===== src/hdl/hpss_pkg.sv =====
// Shared types, register map and arithmetic helpers for the heading PD servo steering block.
// Used by the register file, the PD pipeline, the duty stage and the top level.
// Depends on nothing.
package hpss_pkg;

   // Register map: byte address is four times the register index.
   localparam int CSR_ADDR_W = 5;
   localparam logic [2:0] REG_SERVO_MID    = 3'd0;
   localparam logic [2:0] REG_RANGE_UP     = 3'd1;
   localparam logic [2:0] REG_RANGE_DOWN   = 3'd2;
   localparam logic [2:0] REG_DUTY_FLOOR   = 3'd3;
   localparam logic [2:0] REG_DUTY_CEILING = 3'd4;
   localparam logic [2:0] REG_GAIN_P       = 3'd5;
   localparam logic [2:0] REG_GAIN_D       = 3'd6;
   localparam logic [2:0] REG_STEER_NEGATE = 3'd7;

   // Register reset values.
   localparam logic [15:0] RST_DUTY_CEILING = 16'hFFFF;
   localparam logic [15:0] RST_GAIN_P       = 16'd46;
   localparam logic [15:0] RST_GAIN_D       = 16'd400;

   // Number of register stages in the PD pipeline (input register through offset stage).
   localparam int PIPE_STAGES = 6;

   // Heading arithmetic: a full turn in centidegrees.
   localparam logic signed [18:0] FULL_TURN = 19'sd36000;

   // Division by 1000 of a magnitude below 2^25, done as a multiply by a
   // rounded-up reciprocal and a right shift; exact over that range.
   localparam int               RECIP_SHIFT = 35;
   localparam logic [25:0]      RECIP_MULT  = 26'd34359739;
   localparam logic [34:0]      SAT_NUM     = 35'd32768000;
   localparam logic signed [15:0] OFFSET_MAX = 16'sd32767;
   localparam logic signed [15:0] OFFSET_MIN = -16'sd32768;

   typedef struct packed {
      logic [15:0] servo_mid;
      logic [14:0] range_up;
      logic [14:0] range_down;
      logic [15:0] duty_floor;
      logic [15:0] duty_ceiling;
      logic [15:0] gain_p;
      logic [15:0] gain_d;
      logic        steer_negate;
   } hpss_cfg_type;

   typedef struct packed {
      logic [PIPE_STAGES-1:0] stage_valid;
   } hpss_stat_type;

   // Unsigned heading error, taking the short way around when the signs differ.
   function automatic logic [15:0] hpss_heading_err(input logic signed [15:0] goal,
                                                    input logic signed [15:0] yaw);
      logic signed [18:0] g;
      logic signed [18:0] y;
      logic signed [18:0] a;
      logic signed [18:0] b;
      logic signed [18:0] e;
      g = 19'(goal);
      y = 19'(yaw);
      if (goal[15] == yaw[15]) begin
         a = g - y;
         e = a[18] ? -a : a;
      end else if (goal[15]) begin
         a = FULL_TURN - y + g;
         b = y - g;
         e = (a < b) ? a : b;
      end else begin
         a = FULL_TURN - g + y;
         b = g - y;
         e = (a < b) ? a : b;
      end
      if (e < 19'sd0) begin
         e = 19'sd0;
      end else if (e > 19'sd65535) begin
         e = 19'sd65535;
      end
      return e[15:0];
   endfunction

endpackage


===== src/hdl/hpss_intf.sv =====


interface hpss_rsp_if;
   logic        valid;
   logic        ready;
   logic [15:0] duty;
   logic [15:0] heading_error;

   modport source (output valid, output duty, output heading_error, input ready);
   modport sink   (input valid, input duty, input heading_error, output ready);
endinterface


===== src/hdl/hpss_duty.sv =====
// Duty stage: adds the steering offset to the neutral duty, applies the window and
// absolute clamps, and holds the result in the response register.
// Depends on hpss_pkg for the configuration struct and on the response channel interface.
module hpss_duty (
   input  logic                   clock,
   input  logic                   reset,
   input  hpss_pkg::hpss_cfg_type cfg,
   input  logic                   in_valid,
   output logic                   in_ready,
   input  logic signed [15:0]     in_offset,
   input  logic [15:0]            in_error,
   hpss_rsp_if.source             rsp
);
   import hpss_pkg::*;

   logic               valid_ff;
   logic               load;
   logic signed [17:0] mid_s;
   logic signed [17:0] hi_s;
   logic signed [17:0] lo_s;
   logic signed [17:0] duty_s;
   logic [15:0]        duty_ff;
   logic [15:0]        duty_in;
   logic [15:0]        err_ff;

   assign in_ready = !valid_ff || rsp.ready;
   assign load     = in_valid && in_ready;

   // Clamp order matters: window first, then floor, and the ceiling last so it wins.
   always_comb begin
      mid_s  = $signed({2'b00, cfg.servo_mid});
      hi_s   = mid_s + $signed({3'b000, cfg.range_up});
      lo_s   = mid_s - $signed({3'b000, cfg.range_down});
      duty_s = mid_s + 18'(in_offset);
      if (duty_s > hi_s) begin
         duty_s = hi_s;
      end
      if (duty_s < lo_s) begin
         duty_s = lo_s;
      end
      if (duty_s <= $signed({2'b00, cfg.duty_floor})) begin
         duty_s = $signed({2'b00, cfg.duty_floor});
      end
      if (duty_s >= $signed({2'b00, cfg.duty_ceiling})) begin
         duty_s = $signed({2'b00, cfg.duty_ceiling});
      end
      duty_in = duty_s[15:0];
   end

   always_ff @(posedge clock) begin
      if (reset) begin
         valid_ff <= 1'b0;
      end else if (in_ready) begin
         valid_ff <= in_valid;
      end
   end

   always_ff @(posedge clock) begin
      if (load) begin
         duty_ff <= duty_in;
         err_ff  <= in_error;
      end
   end

   assign rsp.valid         = valid_ff;
   assign rsp.duty          = duty_ff;
   assign rsp.heading_error = err_ff;

endmodule


===== src/flat_wrapper.sv =====
// flat-port wrapper written by rule: the top's interface ports become plain ports
module hpss_duty_flat import hpss_pkg::*;
  (clock, reset, cfg, in_valid, in_ready, in_offset, in_error, rsp_valid, rsp_duty, rsp_heading_error, rsp_ready);
  hpss_rsp_if rsp_i ();
  input  logic clock;
  input  logic reset;
  input  hpss_pkg::hpss_cfg_type cfg;
  input  logic in_valid;
  output logic in_ready;
  input  logic signed [15:0] in_offset;
  input  logic [15:0] in_error;
  output wire logic [$bits(rsp_i.valid)-1:0] rsp_valid;
  output wire logic [$bits(rsp_i.duty)-1:0] rsp_duty;
  output wire logic [$bits(rsp_i.heading_error)-1:0] rsp_heading_error;
  input wire logic [$bits(rsp_i.ready)-1:0] rsp_ready;
  assign rsp_valid = rsp_i.valid;
  assign rsp_duty = rsp_i.duty;
  assign rsp_heading_error = rsp_i.heading_error;
  assign rsp_i.ready = rsp_ready;
  hpss_duty u_core (.clock(clock), .reset(reset), .cfg(cfg), .in_valid(in_valid), .in_ready(in_ready), .in_offset(in_offset), .in_error(in_error), .rsp(rsp_i));
endmodule

===== config.mk =====
export PLATFORM = sky130hd
export DESIGN_NAME = hpss_duty_flat
export DESIGN_NICKNAME = d
export VERILOG_FILES = /design/src/hdl/hpss_pkg.sv /design/src/hdl/hpss_intf.sv /design/src/hdl/hpss_duty.sv /design/src/flat_wrapper.sv
export SDC_FILE = /design/constraint.sdc
export NUM_CORES = 1
export LEC_CHECK = 0
export BUFFER_PORTS_ARGS = -buffer_cell sky130_fd_sc_hd__buf_2
export CAP_MARGIN = 20
export CORE_MARGIN = 5
export CORE_UTILIZATION = 45
export DETAILED_ROUTE_END_ITERATION = 6
export GPL_TIMING_DRIVEN = 0
export MAX_ROUTING_LAYER = met4
export PLACE_DENSITY = 0.71
export SLEW_MARGIN = 30
export SYNTH_ARGS = -nofsm -noshare
export SYNTH_HDL_FRONTEND = slang
export SYNTH_SLANG_ARGS = --single-unit

===== constraint.sdc =====
create_clock -name clock -period 19.9 [get_ports clock]
set_clock_uncertainty 0.05 [all_clocks]
set_input_delay 4.975 -clock clock [delete_from_list [all_inputs] [get_ports clock]]
set_output_delay 4.975 -clock clock [all_outputs]
set_load 0.02 [all_outputs]

; ---- Yosys cells after proc, flatten, opt, wreduce, memory -nomap -nowiden
; Index checks and enable logic that the tools add are counted.
; Widths: inputs -> output; s select.
[word_totals]
reg_bits = 33
input_bits = 147
[op_classes]
mux = 4
add_sub_neg = 3
reduce_logical = 3
magnitude_cmp = 4
[op_table]
columns = cell, count
row1 = $mux 18, 3
row2 = $add 17x16->18, 1
row3 = $ge 18x17->1, 1
row4 = $gt 18x18->1, 1
row5 = $le 18x17->1, 1
row6 = $lt 18x18->1, 1
row7 = $add 16x15->17, 1
row8 = $sub 16x15->17, 1
row9 = $mux 16, 1
row10 = $logic_and 1x1->1, 1
row11 = $logic_not 1->1, 1
row12 = $logic_or 1x1->1, 1

; ---- Depth between registers and ports, before layout
[logic_depth]
depth_word = 9
ltp_mapped = 63
mapped_depth_nobuf = 58

; ---- Worst setup path after synthesis
; Ideal clock, no wire load.
[synth_timing]
path_kind = in2reg
start = input port cfg[92] in the netlist's numbering
end = register u_core.duty_ff[10], in the netlist u_core.rsp.duty[10] (data pin)
path_buffers = 5
stages = 57
path_slack_ns = 3.096
arrival_ns = 16.481
required_time_ns = 19.577
cell_sequence = ha_1 -> a211o_1 -> or2_0 -> a2111oi_2 -> nor2_1 -> a21o_1 -> a21oi_1 -> xnor2_1 -> ha_1 -> a21o_1 -> a21oi_1 -> and2_1 -> a311o_1 -> nor3_1 -> clkbuf_1 -> mux2_2 -> ha_1 -> nand4_1 -> [21 not listed] -> a21boi_4 -> buf_6 -> mux2i_1 -> ha_1 -> nand2b_1 -> a21o_1 -> a21o_1 -> a21o_1 -> a211oi_1 -> o21bai_1 -> a211oi_1 -> o21a_1 -> o31a_1 -> clkbuf_1 -> o31ai_1 -> a21oi_2 -> buf_2 -> o221ai_1
[synth_via]
elab_chain_len = 9
[synth_lines]
columns = item, line_no
row1 = from (decl), flat_wrapper.sv:7  ; input hpss_pkg::hpss_cfg_type cfg;
row2 = $add 16x15->17 *, hpss_duty.sv:32  ; hi_s = mid_s + $signed({3'b000, cfg.range_up});
row3 = $gt 18x18->1, hpss_duty.sv:35  ; if (duty_s > hi_s) begin
row4 = $mux 18 *, hpss_duty.sv:35
row5 = $lt 18x18->1, hpss_duty.sv:38  ; if (duty_s < lo_s) begin
row6 = $mux 18 *, hpss_duty.sv:38
row7 = $le 18x17->1, hpss_duty.sv:41  ; if (duty_s <= $signed({2'b00, cfg.duty_floor})) begin
row8 = $mux 18 *, hpss_duty.sv:41
row9 = $ge 18x17->1, hpss_duty.sv:44  ; if (duty_s >= $signed({2'b00, cfg.duty_ceiling})) begin
row10 = $mux 16 *, hpss_duty.sv:44
row11 = net u_core.duty_s[10], hpss_duty.sv:21  ; logic signed [17:0] duty_s;
row12 = to (signal assigned), hpss_duty.sv:60  ; duty_ff <= duty_in;
row13 = to (decl), hpss_duty.sv:22  ; logic [15:0] duty_ff;
; Mark *: on every way through the listed nets, which the timed path passes. The rest lies on a longest branch.
; A chain may end at the register's enable or synchronous reset.

; ---- Final worst setup path
[layout_timing]
start = input port cfg[95] in the netlist's numbering
end = register u_core.duty_ff[14], in the netlist u_core.rsp.duty[14] (data pin)
[layout_via]
elab_chain_len = 9
elab_cells_between_ends = 11
[layout_lines]
columns = item, line_no
row1 = $add 17x16->18 or $add 16x15->17 (tied branches), "hpss_duty.sv:34, hpss_duty.sv:32"
row2 = $gt 18x18->1, hpss_duty.sv:35
row3 = $mux 18, hpss_duty.sv:35
row4 = $lt 18x18->1, hpss_duty.sv:38
row5 = $mux 18 *, hpss_duty.sv:38
row6 = $le 18x17->1, hpss_duty.sv:41
row7 = $mux 18 *, hpss_duty.sv:41
row8 = $ge 18x17->1, hpss_duty.sv:44
row9 = $mux 16 *, hpss_duty.sv:44
row10 = net u_core.duty_s[14], hpss_duty.sv:21
; Marked as above.

==> flow_summary.toml <==
[timing]
hold_viol = 0
report.final.setup_viol = 0
pin_slew_with_the_least_headroom_to_its_limit_ns = 0.747
timing.final.max_slew_violations = 0
finalCriticalPeriod_ns = 18.91
fin_hold_ws_ns = 0.454
tns_ns = 0
achievable-frequency_ghz = 0.0529
maxSlewHeadroom = 0.497
timing.final.crit_share = 0.950
grt_setup_unrepaired = "false"

[placed_design]
numPlacedInstances = 1036
post-dp-hpwl_mm = 13.6
port_buffers = 147
routabilityCongestion = 0.890
place_area_um2 = 6970

[critical_path]
slowest_library_cell_on_the_worst_path = "sky130_fd_sc_hd__nor3_2"
slowest_delay_ns = 0.46
criticalPathCategory = "in2reg"
worstPathMaxFanout = 10
arrival_ns = 18.86
critical_path.endpoint_type = "flip-flop"
critPathLaunchType = "primary input"
crit_top_cell = "sky130_fd_sc_hd__a21o_1"
endpoint_required_time_on_the_critical_path_ns = 19.85

[floorplan]
std_cell_rows = 42
floorplan.initialDensity = 0.456
chipHeight_um = 126
die_area_um2 = 15800
io-pin-count = 181
chipWidth_um = 126
design.core.area_um2 = 13200

[global_route]
maximum_number_of_pins_on_one_net_before_global_route_repair = 33
antenna_found_initial = 0
first_global_vias = 5562
track_usage = 0.200
grt-ovfl-total = 0
global_route_wire_length_before_repair_mm = 26.2

[clock_network]
cell_at_the_root_of_the_clock_tree = "sky130_fd_sc_hd__clkbuf_16"
post-cts-setup-buffer-count = 0
clkLatencyLatePin_ns = 0.27
tritoncts = "done"
htreeDepth = 2
num_cts_buffers = 5
cts_hold_buf = 0
clkTransAtPathRegs_ns = 0.05
max-clock-path-buffers = 2
cts.sinks = 33

[power_and_ir_drop]
total_leakage_power_nw = 3.69
largest_vdd_supply_drop_mv = 0.0517
power.density_nw_per_um2 = 98.9

[yosys]
synth.top_cells.by_area = "sky130_fd_sc_hd__ha_1 23%, sky130_fd_sc_hd__edfxtp_1 16%, sky130_fd_sc_hd__inv_1 6.8%"
post-synth-top-area-fraction = 0.231
synth-edff-count = 32
postSynth.topFlopCell = "sky130_fd_sc_hd__edfxtp_1"
syn_area_um2 = 6020
syn-mean-instance-area_um2 = 8.44
synth_warnings = 0
synthDistinctLibCells = 68
synth-seq-cells = 33
synth_top_cells_by_count = "111 x sky130_fd_sc_hd__ha_1, 109 x sky130_fd_sc_hd__inv_1, 53 x sky130_fd_sc_hd__a21oi_1"
synthesis.instances = 713
syn-num-nets = 974
synth.yosys.seq_area_share = 0.163
yosysTopAreaCell = "sky130_fd_sc_hd__ha_1"
synth-async-reset-ratio = 0
yosysMostFrequentCell = "sky130_fd_sc_hd__ha_1"

[route]
detail_route.vias_per_cell = 5.49
wl_met3_um = 673
detailedRoute.firstPassIterationCount = 5
finalWirelength_mm = 16.0
drt_iter0_markers = 315
wl_met2_mm = 7.54
top_signal_layer_used = "met4"
final_antenna_net_count = 0
drcViolationCount = 0
wl_per_cell_um = 15.3
drt-met1-wl_mm = 7.56
detailroute.via_count = 5730

[run]
max_cap_viol_count = 0

[cells_and_area]
final_net_count = 1128
drive_above_1_share = 0.222
num_antenna_cells = 0
syn_to_final_growth_pct = 18.7
layout.cell_area.non_filler_um2 = 7140
layout.cells.non_filler = 1044

[run_status]
outcome = "finished clean"

[worst_hold_path]
worst_hold_path_type = "reg2reg"
placed cells by master (no fill, tap or decap), drive strengths merged, types with 8 or more instances in the layout:
cell type	n
a211oi	10
a21o	35
a21oi	55
buf	151
clkbuf	19
edfxtp	32
ha	111
inv	109
mux2	14
mux2i	25
nand2	26
nand2b	8
nand3	15
nand4	13
nor2	32
nor3	9
o2111ai	20
o21a	10
o21ai	34
o221ai	12
xnor2	28
xor2	8
metal layers:
layer / GRT usage / up-vias
met5: - / -
met4: 0.0306 / 0
met3: 0.0186 / 16
met2: 0.341 / 146
met1: 0.265 / 2613
li1: - / 2955
area by class of cell:
cell class                 instances  area [um^2]
clock buffer                       6          129
clock inverter                     2         33.8
buffer                            17         82.6
inverter                         109          409
multi-input combinational        554         4550
timing repair buffer             147          736
fill                            1272         6050
tap                              176          220
sequential                        33          981
power breakdown:
group / internal, mW / switching (mW)
Combinational: 0.220 / 0.295
Sequential: 0.102 / 0.00360
Clock: 0.0585 / 0.0259
flip-flops by register name, indices dropped and copies added (netlist names):
name,flops
u_core.rsp.duty,16
u_core.rsp.heading_error,16
u_core.rsp.valid,1
cells by family (layout without fill, tap and decap cells):
group | after synthesis | in the layout | synth area share
compound gates | 224 | 224 | 0.265
simple gates | 139 | 139 | 0.119
buf+inv | 126 | 281 | 0.0817
fa+ha+maj | 114 | 114 | 0.241
mux | 39 | 39 | 0.0691
xor+xnor | 38 | 38 | 0.0614
flops | 33 | 33 | 0.163
final timing paths:
| path | startpoint | end | slack (ns) | cells after the start |
|---|---|---|---|---|
| worst max-delay path | cfg[95] | u_core.rsp.duty[14]$_DFFE_PP_ | 0.99 | 61 |
| worst min-delay path | u_core.rsp.valid$_SDFFE_PP0N_ | u_core.rsp.valid$_SDFFE_PP0N_ | 0.45 | 2 |
| worst max register to register | u_core.rsp.valid$_SDFFE_PP0N_ | u_core.rsp.duty[1]$_DFFE_PP_ | 18.44 | 2 |
| worst min register to register | u_core.rsp.valid$_SDFFE_PP0N_ | u_core.rsp.valid$_SDFFE_PP0N_ | 0.45 | 2 |
worst max-delay path: cells and delay by family:
kind	cells	cell delay [ns]
buffers and inverters	8	1.88
AO/OA/AOI/OAI	30	5.94
AND/OR/NAND/NOR	11	2.66
adder cells (fa/ha/maj)	6	1.64
multiplexers	4	1.20
XOR/XNOR	2	0.56
stage by stage:
| step | utilization | worst slack [ns] | power, mW |
|---|---|---|---|
| floorplan | - | 3.10 | 0.492 |
| global placement | 0.529 | 0.790 | 0.607 |
| detailed placement | 0.529 | 0.699 | 0.615 |
| CTS | 0.541 | 0.887 | 0.704 |
| global route | 0.541 | 0.0998 | 0.770 |
| finish | 0.541 | 0.989 | 0.706 |
repair_timing:
| action | CTS | global route |
|---|---|---|
| endpoints found under the setup margin | 0 | 10 |
| hold endpoints to repair | 0 | 0 |
| gates resized for setup | 0 | 1 |
(Power assumes the default switching activity.)
