==> src/hdl/hpss_pkg.sv <==
// Shared types, register map and arithmetic helpers for the heading PD servo steering block.
// Used by the register file, the PD pipeline, the duty stage and the top level.
// Depends on nothing.
package hpss_pkg;

   // Register map: byte address is four times the register index.
   localparam int CSR_ADDR_W = 5;
   localparam logic [2:0] REG_SERVO_MID    = 3'd0;
   localparam logic [2:0] REG_RANGE_UP     = 3'd1;
   localparam logic [2:0] REG_RANGE_DOWN   = 3'd2;
   localparam logic [2:0] REG_DUTY_FLOOR   = 3'd3;
   localparam logic [2:0] REG_DUTY_CEILING = 3'd4;
   localparam logic [2:0] REG_GAIN_P       = 3'd5;
   localparam logic [2:0] REG_GAIN_D       = 3'd6;
   localparam logic [2:0] REG_STEER_NEGATE = 3'd7;

   // Register reset values.
   localparam logic [15:0] RST_DUTY_CEILING = 16'hFFFF;
   localparam logic [15:0] RST_GAIN_P       = 16'd46;
   localparam logic [15:0] RST_GAIN_D       = 16'd400;

   // Number of register stages in the PD pipeline (input register through offset stage).
   localparam int PIPE_STAGES = 6;

   // Heading arithmetic: a full turn in centidegrees.
   localparam logic signed [18:0] FULL_TURN = 19'sd36000;

   // Division by 1000 of a magnitude below 2^25, done as a multiply by a
   // rounded-up reciprocal and a right shift; exact over that range.
   localparam int               RECIP_SHIFT = 35;
   localparam logic [25:0]      RECIP_MULT  = 26'd34359739;
   localparam logic [34:0]      SAT_NUM     = 35'd32768000;
   localparam logic signed [15:0] OFFSET_MAX = 16'sd32767;
   localparam logic signed [15:0] OFFSET_MIN = -16'sd32768;

   typedef struct packed {
      logic [15:0] servo_mid;
      logic [14:0] range_up;
      logic [14:0] range_down;
      logic [15:0] duty_floor;
      logic [15:0] duty_ceiling;
      logic [15:0] gain_p;
      logic [15:0] gain_d;
      logic        steer_negate;
   } hpss_cfg_type;

   typedef struct packed {
      logic [PIPE_STAGES-1:0] stage_valid;
   } hpss_stat_type;

   // Unsigned heading error, taking the short way around when the signs differ.
   function automatic logic [15:0] hpss_heading_err(input logic signed [15:0] goal,
                                                    input logic signed [15:0] yaw);
      logic signed [18:0] g;
      logic signed [18:0] y;
      logic signed [18:0] a;
      logic signed [18:0] b;
      logic signed [18:0] e;
      g = 19'(goal);
      y = 19'(yaw);
      if (goal[15] == yaw[15]) begin
         a = g - y;
         e = a[18] ? -a : a;
      end else if (goal[15]) begin
         a = FULL_TURN - y + g;
         b = y - g;
         e = (a < b) ? a : b;
      end else begin
         a = FULL_TURN - g + y;
         b = g - y;
         e = (a < b) ? a : b;
      end
      if (e < 19'sd0) begin
         e = 19'sd0;
      end else if (e > 19'sd65535) begin
         e = 19'sd65535;
      end
      return e[15:0];
   endfunction

endpackage

==> src/hdl/hpss_csr.sv <==
// APB-style configuration register file for the heading PD servo steering block.
// Depends on hpss_pkg for the register map, reset values and the configuration struct.
module hpss_csr (
   input  logic                             clock,
   input  logic                             reset,
   input  logic                             psel,
   input  logic                             penable,
   input  logic                             pwrite,
   input  logic [hpss_pkg::CSR_ADDR_W-1:0]  paddr,
   input  logic [31:0]                      pwdata,
   output logic [31:0]                      prdata,
   output logic                             pready,
   output hpss_pkg::hpss_cfg_type           cfg
);
   import hpss_pkg::*;

   hpss_cfg_type cfg_ff;
   hpss_cfg_type cfg_in;
   logic         wr_en;
   logic [2:0]   reg_idx;

   assign pready  = 1'b1;
   assign wr_en   = psel && penable && pwrite && pready;
   assign reg_idx = paddr[CSR_ADDR_W-1:2];

   // Write decode: the addressed register takes the low bits of the write data.
   always_comb begin
      cfg_in = cfg_ff;
      if (wr_en) begin
         unique case (reg_idx)
            REG_SERVO_MID:    cfg_in.servo_mid    = pwdata[15:0];
            REG_RANGE_UP:     cfg_in.range_up     = pwdata[14:0];
            REG_RANGE_DOWN:   cfg_in.range_down   = pwdata[14:0];
            REG_DUTY_FLOOR:   cfg_in.duty_floor   = pwdata[15:0];
            REG_DUTY_CEILING: cfg_in.duty_ceiling = pwdata[15:0];
            REG_GAIN_P:       cfg_in.gain_p       = pwdata[15:0];
            REG_GAIN_D:       cfg_in.gain_d       = pwdata[15:0];
            REG_STEER_NEGATE: cfg_in.steer_negate = pwdata[0];
            default:          cfg_in = cfg_ff;
         endcase
      end
   end

   always_ff @(posedge clock) begin
      if (reset) begin
         cfg_ff.servo_mid    <= '0;
         cfg_ff.range_up     <= '0;
         cfg_ff.range_down   <= '0;
         cfg_ff.duty_floor   <= '0;
         cfg_ff.duty_ceiling <= RST_DUTY_CEILING;
         cfg_ff.gain_p       <= RST_GAIN_P;
         cfg_ff.gain_d       <= RST_GAIN_D;
         cfg_ff.steer_negate <= 1'b0;
      end else begin
         cfg_ff <= cfg_in;
      end
   end

   // Read mux returns the zero-extended register value.
   always_comb begin
      unique case (reg_idx)
         REG_SERVO_MID:    prdata = {16'd0, cfg_ff.servo_mid};
         REG_RANGE_UP:     prdata = {17'd0, cfg_ff.range_up};
         REG_RANGE_DOWN:   prdata = {17'd0, cfg_ff.range_down};
         REG_DUTY_FLOOR:   prdata = {16'd0, cfg_ff.duty_floor};
         REG_DUTY_CEILING: prdata = {16'd0, cfg_ff.duty_ceiling};
         REG_GAIN_P:       prdata = {16'd0, cfg_ff.gain_p};
         REG_GAIN_D:       prdata = {16'd0, cfg_ff.gain_d};
         REG_STEER_NEGATE: prdata = {31'd0, cfg_ff.steer_negate};
         default:          prdata = '0;
      endcase
   end

   assign cfg = cfg_ff;

endmodule

==> config.mk <==
export PLATFORM = sky130hd
export DESIGN_NAME = hpss_csr
export DESIGN_NICKNAME = d
export VERILOG_FILES = /design/src/hdl/hpss_pkg.sv /design/src/hdl/hpss_csr.sv
export SDC_FILE = /design/constraint.sdc
export NUM_CORES = 1
export LEC_CHECK = 0
export ABC_AREA = 1
export BUFFER_PORTS_ARGS = -buffer_cell sky130_fd_sc_hd__buf_4
export CORE_ASPECT_RATIO = 1.4
export CORE_MARGIN = 1
export CORE_UTILIZATION = 30
export CTS_CLUSTER_DIAMETER = 60
export DETAILED_ROUTE_END_ITERATION = 6
export GPL_TIMING_DRIVEN = 0
export PLACE_DENSITY = 0.53
export SKIP_CTS_REPAIR_TIMING = 1
export SYNTH_ARGS = -nofsm -noshare
export SYNTH_HDL_FRONTEND = slang
export SYNTH_SLANG_ARGS = --single-unit
export TNS_END_PERCENT = 30
==> constraint.sdc <==
create_clock -name clock -period 3.6 [get_ports clock]
set_clock_uncertainty 0.15 [all_clocks]
set_input_delay 0.36 -clock clock [delete_from_list [all_inputs] [get_ports clock]]
set_output_delay 0.36 -clock clock [all_outputs]
set_load 0.005 [all_outputs]
# After elaboration in Yosys (flattened, before gate mapping)
# Cells that the tools add are included.
# op_classes
n_div	0
n_eq_ne	7
n_bitwise	0
n_addsub	0
reduce_logical	11
n_mul	0
order_cmp	0
shifts	0
n_mux	1
# ops
cell	count
$pmux W32 S8	1
$reduce_and A2 Y1	8
$eq A3 B3 Y1 const B	4
$eq A3 B2 Y1 const B	2
$eq A3 B1 Y1 const B	1
$logic_not A3 Y1	1
$logic_and A1 B1 Y1	2
# totals
input_bits	42
mem_bits_rw	0
out_inout_bits	144
latchBits	0
n_memories	0
rom_bits	0
reg_bits	111
wordCells	27

# Logic depth before layout (Yosys ltp)
# Gate-level depths: netlist of the first run.
# logic_depth
depth_word	3
ltp_mapped	8

# Least setup slack after synthesis of the first run
# Ideal clock, no wire load.
# synth_timing
path_type	input -> output
from	input port paddr[3] in the netlist's numbering
to	output port prdata[0]
t_arrival_ns	1.266
setup_slack_ns	1.824
stages	7
path_buffers	2
required_ns	3.090
path_cell_list	buf_6 nor2_4 nand2_4 inv_1 buf_2 nand2_1 nand3_1
# synth_via
elab_chain_len	2
word_cells_on_any_way	9
# synth_rtl
element	line	source
from (decl)	hpss_csr.sv:9	input logic [hpss_pkg::CSR_ADDR_W-1:0] paddr,
$eq A3 B3 Y1, or another cell as far along	hpss_csr.sv:61	unique case (reg_idx)
$pmux W32 S8 *	hpss_csr.sv:61	
to (decl)	hpss_csr.sv:11	output logic [31:0] prdata,
# Every way passes the cells marked *; elsewhere a longest branch is shown, timed or not. The select of a mux whose other input is x is not followed.

# Worst setup path in the final report of the first run
# layout_timing
from	input port paddr[3] in the netlist's numbering
to	output port prdata[5]
# The elaborated chain is that of the path after synthesis.

==> impl_results.md, run 1 <==
- Compound-Gate Fraction of Synth Area: ~9%
- Most common cell after layout, fill and taps aside: nor2_1
- Nature of the critical path endpoint: output port
- Initial DRC Count: 329
- Port buffer count: between 100 and 150
- Synth area leader: dfxtp_1
- Clock sink count: 111
- Measured slew at the worst slew-check pin: 699.7 ps
- Worst Setup Start Kind: primary input
- Synthesized area: 0.005269 sq mm
- Period utilization: 66.56%
- Largest net degree at the start of global routing: 16
- Clock group share of total power: a little under two fifths
- Largest family of logic cells by synthesized area: simple AND/OR/NAND/NOR gates
- Max Root-Sink Buffers: 2
- Avg Synthesized Cell Area: ~6.9 sq um
- DP Worst Slack: 1226 ps
- Number of buffers created by CTS: 9
- CTS clock-pin slew for the worst setup and hold paths: ~70 ps
- WS Path Type: in -> out
- IO Count: ~190
- Maximum vdd ir drop: between 0.15 and 0.2 mV
- Post-synthesis sequential area ratio: 42.18%
- Combinational share of power: 11.5%
- GR Layer Usage met1: 28.16%
- Power Density: 353.8 mW/mm^2
- Layout cells sized above 1: 23.40%
- Worst-path fanout max: 10
- Routed WL: 20,970 um
- CTS tree: built
- Synth cell types: 26
- Routing usage on met2: 42.45%
- XOR/XNOR Fraction of Synth Area: 0%
- CP endpoint: prdata[5]
- Total Power: 2471 uW
- First-pass GRT wire length: between 30,000 and 40,000 um
- Post-synth top area share: between 40 and 50%
- Worst hold path class: in -> reg
- Reg2reg setup slack: roughly 2800 ps
- Simple-Gate Fraction of Synth Area: approximately two fifths
- Final HPWL DP: 16,340 um
- Synth Warn #: 0
- Synth top area cells: dfxtp_1, nor2_1, o21ai_0
- Remaining global-route overflow: 0
- Via count: 5,695
- Die width: 114.0 um
- Antenna-violating nets left: 0
- Core box area: between 0.015 and 0.02 sq mm
- ANT cells: 0
- DRC viols: 0
- Initial Util: 30.53%
- Syn-to-layout area delta: 32.56%
- R2R Path Start: cfg[103]
- Critical-path top delay cell: nor2_4
- Max reg flops: 111
- Most frequent cells in the layout: nor2_1, buf_4, dfxtp_1, nand2_1, o21ai_0
- CP delay by family, top: buffers and inverters
- Critical Path Start: paddr[3]
- Max Freq: between 400 and 500 MHz
- Max Cap Viol: 0
- CTS Root Cell: clkbuf_16
- CP dominant cell by count: buf_4
- Syn Inst Count: 764
- M3 GR Usage: 3.168%
- Multi-input gate area: approximately 0.0026 sq mm
- P_leak: 0.003240 uW
- Antenna violations before repair: 0
- CP required: 3090 ps
- H-Tree Level Count: 3
- Clk_lat worst skew: 350 ps
- Worst setup margin: 1204 ps
- Die height: 158.8 um
- Buf+Inv Stages, Crit Path: 5
- Flop pwr share: 50.9%
- Sw power: 654.1 uW
- Routability Congestion: 0.8939
- CP Depth: 9
- Vias in the first global route: roughly 5,500
- Largest stage delay, worst path: 270 ps
- Adder-cell share of the synthesized area: 0%
- GR peak layer: met2
- R2R cell count: 2
- Final nets: 980
- R2R Path End: cfg[103]
- Avg WL per Cell: 17.83 um
- Fill count: roughly 1,900
- GRT Overall Usage: between 20% and 30%
- CP arrival: ~1900 ps
- Die area: 0.01810 sq mm
- Status: completed
- Switching share of power: a little over a quarter
- Hold Fails Final Rpt: 0
- TNS Setup: 0 ps
- Crit-path cells: buf_4 -> buf_6 -> nor2_4 -> nand2_4 -> inv_1 -> buf_2 -> nand2_1 -> nand3_1 -> buf_4
- DR vias/cell: 4.843
- First drt pass iteration count: 5
- Minimum clock period: 2396 ps
- Mux share of post-synthesis cell area: 0%
- Finish-stage setup viols: 0
- Slew Viols, Final: 0
- Reg area: 0.002222 sq mm
- Unrepaired setup endpoints after global routing: false
- Internal power: 1817 uW
- Seq cells post-synth: 111
- Rows: 57
- Max-slew headroom: 53.36%
power groups by stage:
stage | logic [uW] | registers, uW | clock network [uW]
3_5_place_dp | 282 | 1290 | 0
6_report | 284 | 1260 | 928
3_3_place_gp | 282 | 1290 | 0
4_1_cts | 283 | 1260 | 941
5_1_grt | 307 | 1260 | 998
2_1_floorplan | 136 | 1280 | 0
layer usage:
layer	up-vias	part of all wire, %
li1	2853	-
met3	36	4.6
met1	2608	40
met4	0	2.7
met2	198	52
met5	-	0
worst min path at each step:
stage / start / to / slack, ps / cells past startpoint
2_1_floorplan: cfg[48] / cfg[48] / 320 / 2
3_3_place_gp: cfg[41] / cfg[41] / 330 / 2
3_5_place_dp: cfg[47] / cfg[47] / 330 / 2
4_1_cts: pwdata[15] / cfg[48] / 130 / 3
5_1_grt: pwdata[15] / cfg[48] / 140 / 3
6_report: pwdata[15] / cfg[48] / 140 / 3
cell type report:
cell class	instances	share of cell area (%)
Multi-Input combinational cell	555	36.74
Sequential cell	111	31.82
Timing Repair Buffer	148	15.91
Buffer	74	5.554
Tap cell	236	4.228
Clock buffer	11	3.475
Inverter	39	2.132
Clock inverter	2	0.1433
worst register-to-register path, cell delays in order, from the launching register on:
cell and delay, ps:
dfxtp_1 420, o21ai_0 110, nor2_1 110
kinds of logic (layout without fill, tap and decap cells):
kind of cell / after synthesis / in the layout
AO/OA/AOI/OAI: 92 / 92
other: 2 / 17
flip-flops: 111 / 111
AND/OR/NAND/NOR: 446 / 446
buffers and inverters: 113 / 274
cells in the mapped netlist:
cell      instances
nand3_4           2
clkbuf_1         25
o211ai_1          3
nand2_1          93
clkbuf_2          1
o21ai_1           5
nor3_1           63
inv_2             3
nor2_2            3
nand3_1          52
buf_6             2
buf_1             7
inv_4             1
nand3_2           3
nand2_2           1
o21ai_0          84
dfxtp_1         111
inv_1            34
conb_1            2
nor2_4            4
nand4_1          49
buf_2            21
buf_4            18
nor2_1          175
nand2_4           1
clkinv_1          1
per-stage QoR:
step / instance area, sq um / instances / hold WS (ps) / utilization (%)
CTS: 6984 / 1176 / 130.0 / 40.47
global placement: 6731 / 1163 / 330.1 / 39.00
finish: 6984 / 1176 / 137.2 / 40.47
detailed placement: 6731 / 1163 / 330.6 / 39.00
global route: 6984 / 1176 / 140.1 / 40.47
floorplan: 5325 / 779 / 324.6 / -
(Power assumes the default switching activity.)
==> run 2: changes to the inputs <==
Settings changed: PLACE_DENSITY 0.53 to 0.55.
Clock period 3.6 ns to 2.15 ns, I/O delays scaled along.
==> impl_results.md, run 2 (synthesis results as in run 1) <==
- Routed WL: 21,270 um (+1.4%)
- Largest stage delay, worst path: 360 ps (+90 ps)
- Largest net degree at the start of global routing: 17 (+1)
- Remaining global-route overflow: 0 (unchanged)
- Max Cap Viol: 0 (unchanged)
- CP delay by family, top: buffers and inverters
- Initial Util: 30.53% (unchanged)
- P_leak: 0.003268 uW (+0.86%)
- Avg WL per Cell: 18.01 um (+0.99%)
- Worst-path fanout max: 10 (unchanged)
- Worst hold path class: in -> reg
- Via count: 5,737 (+0.74%)
- Syn-to-layout area delta: 34.24%
- Final instance area: 0.007073 sq mm (+1.3%)
- CP arrival: 1650 ps (-240 ps)
- CP dominant cell by count: buf_4
- Power Density: 626.7 mW/mm^2 (+77%)
- CTS clock-pin slew for the worst setup and hold paths: 70 ps (about the same)
- WS Path Type: in -> out
- Finish-stage setup viols: 0 (unchanged)
- First drt pass iteration count: 5 (unchanged)
- Clk_lat worst skew: 350 ps (about the same)
- Most frequent cells in the layout: nor2_1, buf_4, dfxtp_1, nand2_1, o21ai_0
- Period utilization: 93.63%
- Area after DPL: 0.006731 sq mm (unchanged)
- Max-slew headroom: 54.63% (+1.3 points)
- Routability Congestion: 0.9154 (+2.4%)
- Most common cell after layout, fill and taps aside: nor2_1
- Core box area: 0.01726 sq mm (unchanged)
- TNS Setup: 0 ps (unchanged)
- Vias in the first global route: 5,368 (-2.1%)
- Max reg flops: 111 (unchanged)
- Die area: 0.01810 sq mm (unchanged)
- Status: completed
- Die width: 114.0 um (unchanged)
- Crit-path cells: buf_4 -> clkinv_1 -> clkbuf_1 -> nand4_1 -> nand2_1 -> nor2_1 -> nand3_1 -> buf_4
- GRT Overall Usage: 23.44% (-0.20 points)
- Die height: 158.8 um (unchanged)
- Hold Fails Final Rpt: 0 (unchanged)
- Initial DRC Count: 352 (+7.0%)
- Max Root-Sink Buffers: 2 (unchanged)
- Port buffer count: 148 (unchanged)
- Minimum clock period: 2013 ps
- IO Count: 186 (unchanged)
- Clock sink count: 111 (unchanged)
- Rows: 57 (unchanged)
- Worst Setup Start Kind: primary input
- CTS Root Cell: clkbuf_16
- Buf+Inv Stages, Crit Path: 4 (-1)
- Antenna violations before repair: 1 (+1)
- CTS tree: built
- Antenna-violating nets left: 0 (unchanged)
- Maximum vdd ir drop: 0.3956 mV (+100%)
- Number of buffers created by CTS: 9 (unchanged)
- Layout cells sized above 1: 23.62% (+0.22 points)
- Slew Viols, Final: 0 (unchanged)
- DRC viols: 0 (unchanged)
- Unrepaired setup endpoints after global routing: false
- Max Freq: 496.8 MHz
- First-pass GRT wire length: 31,980 um (-0.92%)
- Final HPWL DP: 16,470 um (+0.76%)
- CP required: 1780 ps (-1310 ps)
- Measured slew at the worst slew-check pin: 680.6 ps (-19.10 ps)
- DR vias/cell: 4.858 (+0.31%)
- Critical-path top delay cell: clkbuf_1
- H-Tree Level Count: 3 (unchanged)
- Final nets: 981 (+0.10%)
- Nature of the critical path endpoint: output port
run 2: cell types whose count changed in the layout (fill, tap and decap cells not counted):
cell	previous run	this run
clkinvlp_4	0	1
dlygate4sd3_1	0	1
clkbuf_1	26	27
inv_1	34	33
clkbuf_8	1	2
clkinv_2	2	1
bufinv_16	0	2
diode_2	0	1
run 2: stage by stage:
step           setup WS, ps  total power [uW]  util [%]  std cells  hold slack (ps)
6_report              137.0              4433     40.98       1181            26.38
3_5_place_dp          68.15              2626     39.00       1163            336.0
3_3_place_gp          82.40              2626     39.00       1163            329.0
4_1_cts               72.97              4459     40.89       1179           -17.99
2_1_floorplan         664.3              2376         -        779            191.3
5_1_grt               10.90              4586     40.98       1181            33.83
run 2: worst min-delay path, delay by kind of cell:
family / cells / cell delay, ps
buffers and inverters: 1 / 140
and+or+nand+nor: 2 / 130
run 2: power by group:
part | leakage, uW | internal [uW] | switching [uW]
Clock | 0.000160 | 1090 | 763
Combinational | 0.00221 | 165 | 312
Sequential | 0.000897 | 2080 | 25.7
run 2: final timing paths:
| path | slack, ps | cells after the start | from | to |
|---|---|---|---|---|
| worst max register to register | 1270 | 2 | cfg[103] | cfg[103] |
| worst max-delay path | 140 | 8 | paddr[3] | prdata[0] |
| worst min register to register | 350 | 2 | cfg[20] | cfg[20] |
| worst min-delay path | 30 | 3 | pwdata[14] | cfg[47] |
run 2: cell type report:
type / count / area (sq um)
flip-flops and latches: 111 / 2222
fillers: 1864 / 10190
repair buffers: 149 / 1121
multi-input cells: 555 / 2566
inverters: 39 / 152.6
plain buffers: 74 / 387.9
clock inverters: 3 / 65.06
well taps: 236 / 295.3
diodes: 1 / 2.502
clock buffers: 13 / 260.3
run 2: metal layers:
metal	wire length, um	part of all wire, %	GRT usage [%]
met1	8394	39	27.87
met3	1027	4.8	2.405
met5	0	0	0
met4	674	3.2	9.976
met2	11170	53	42.01
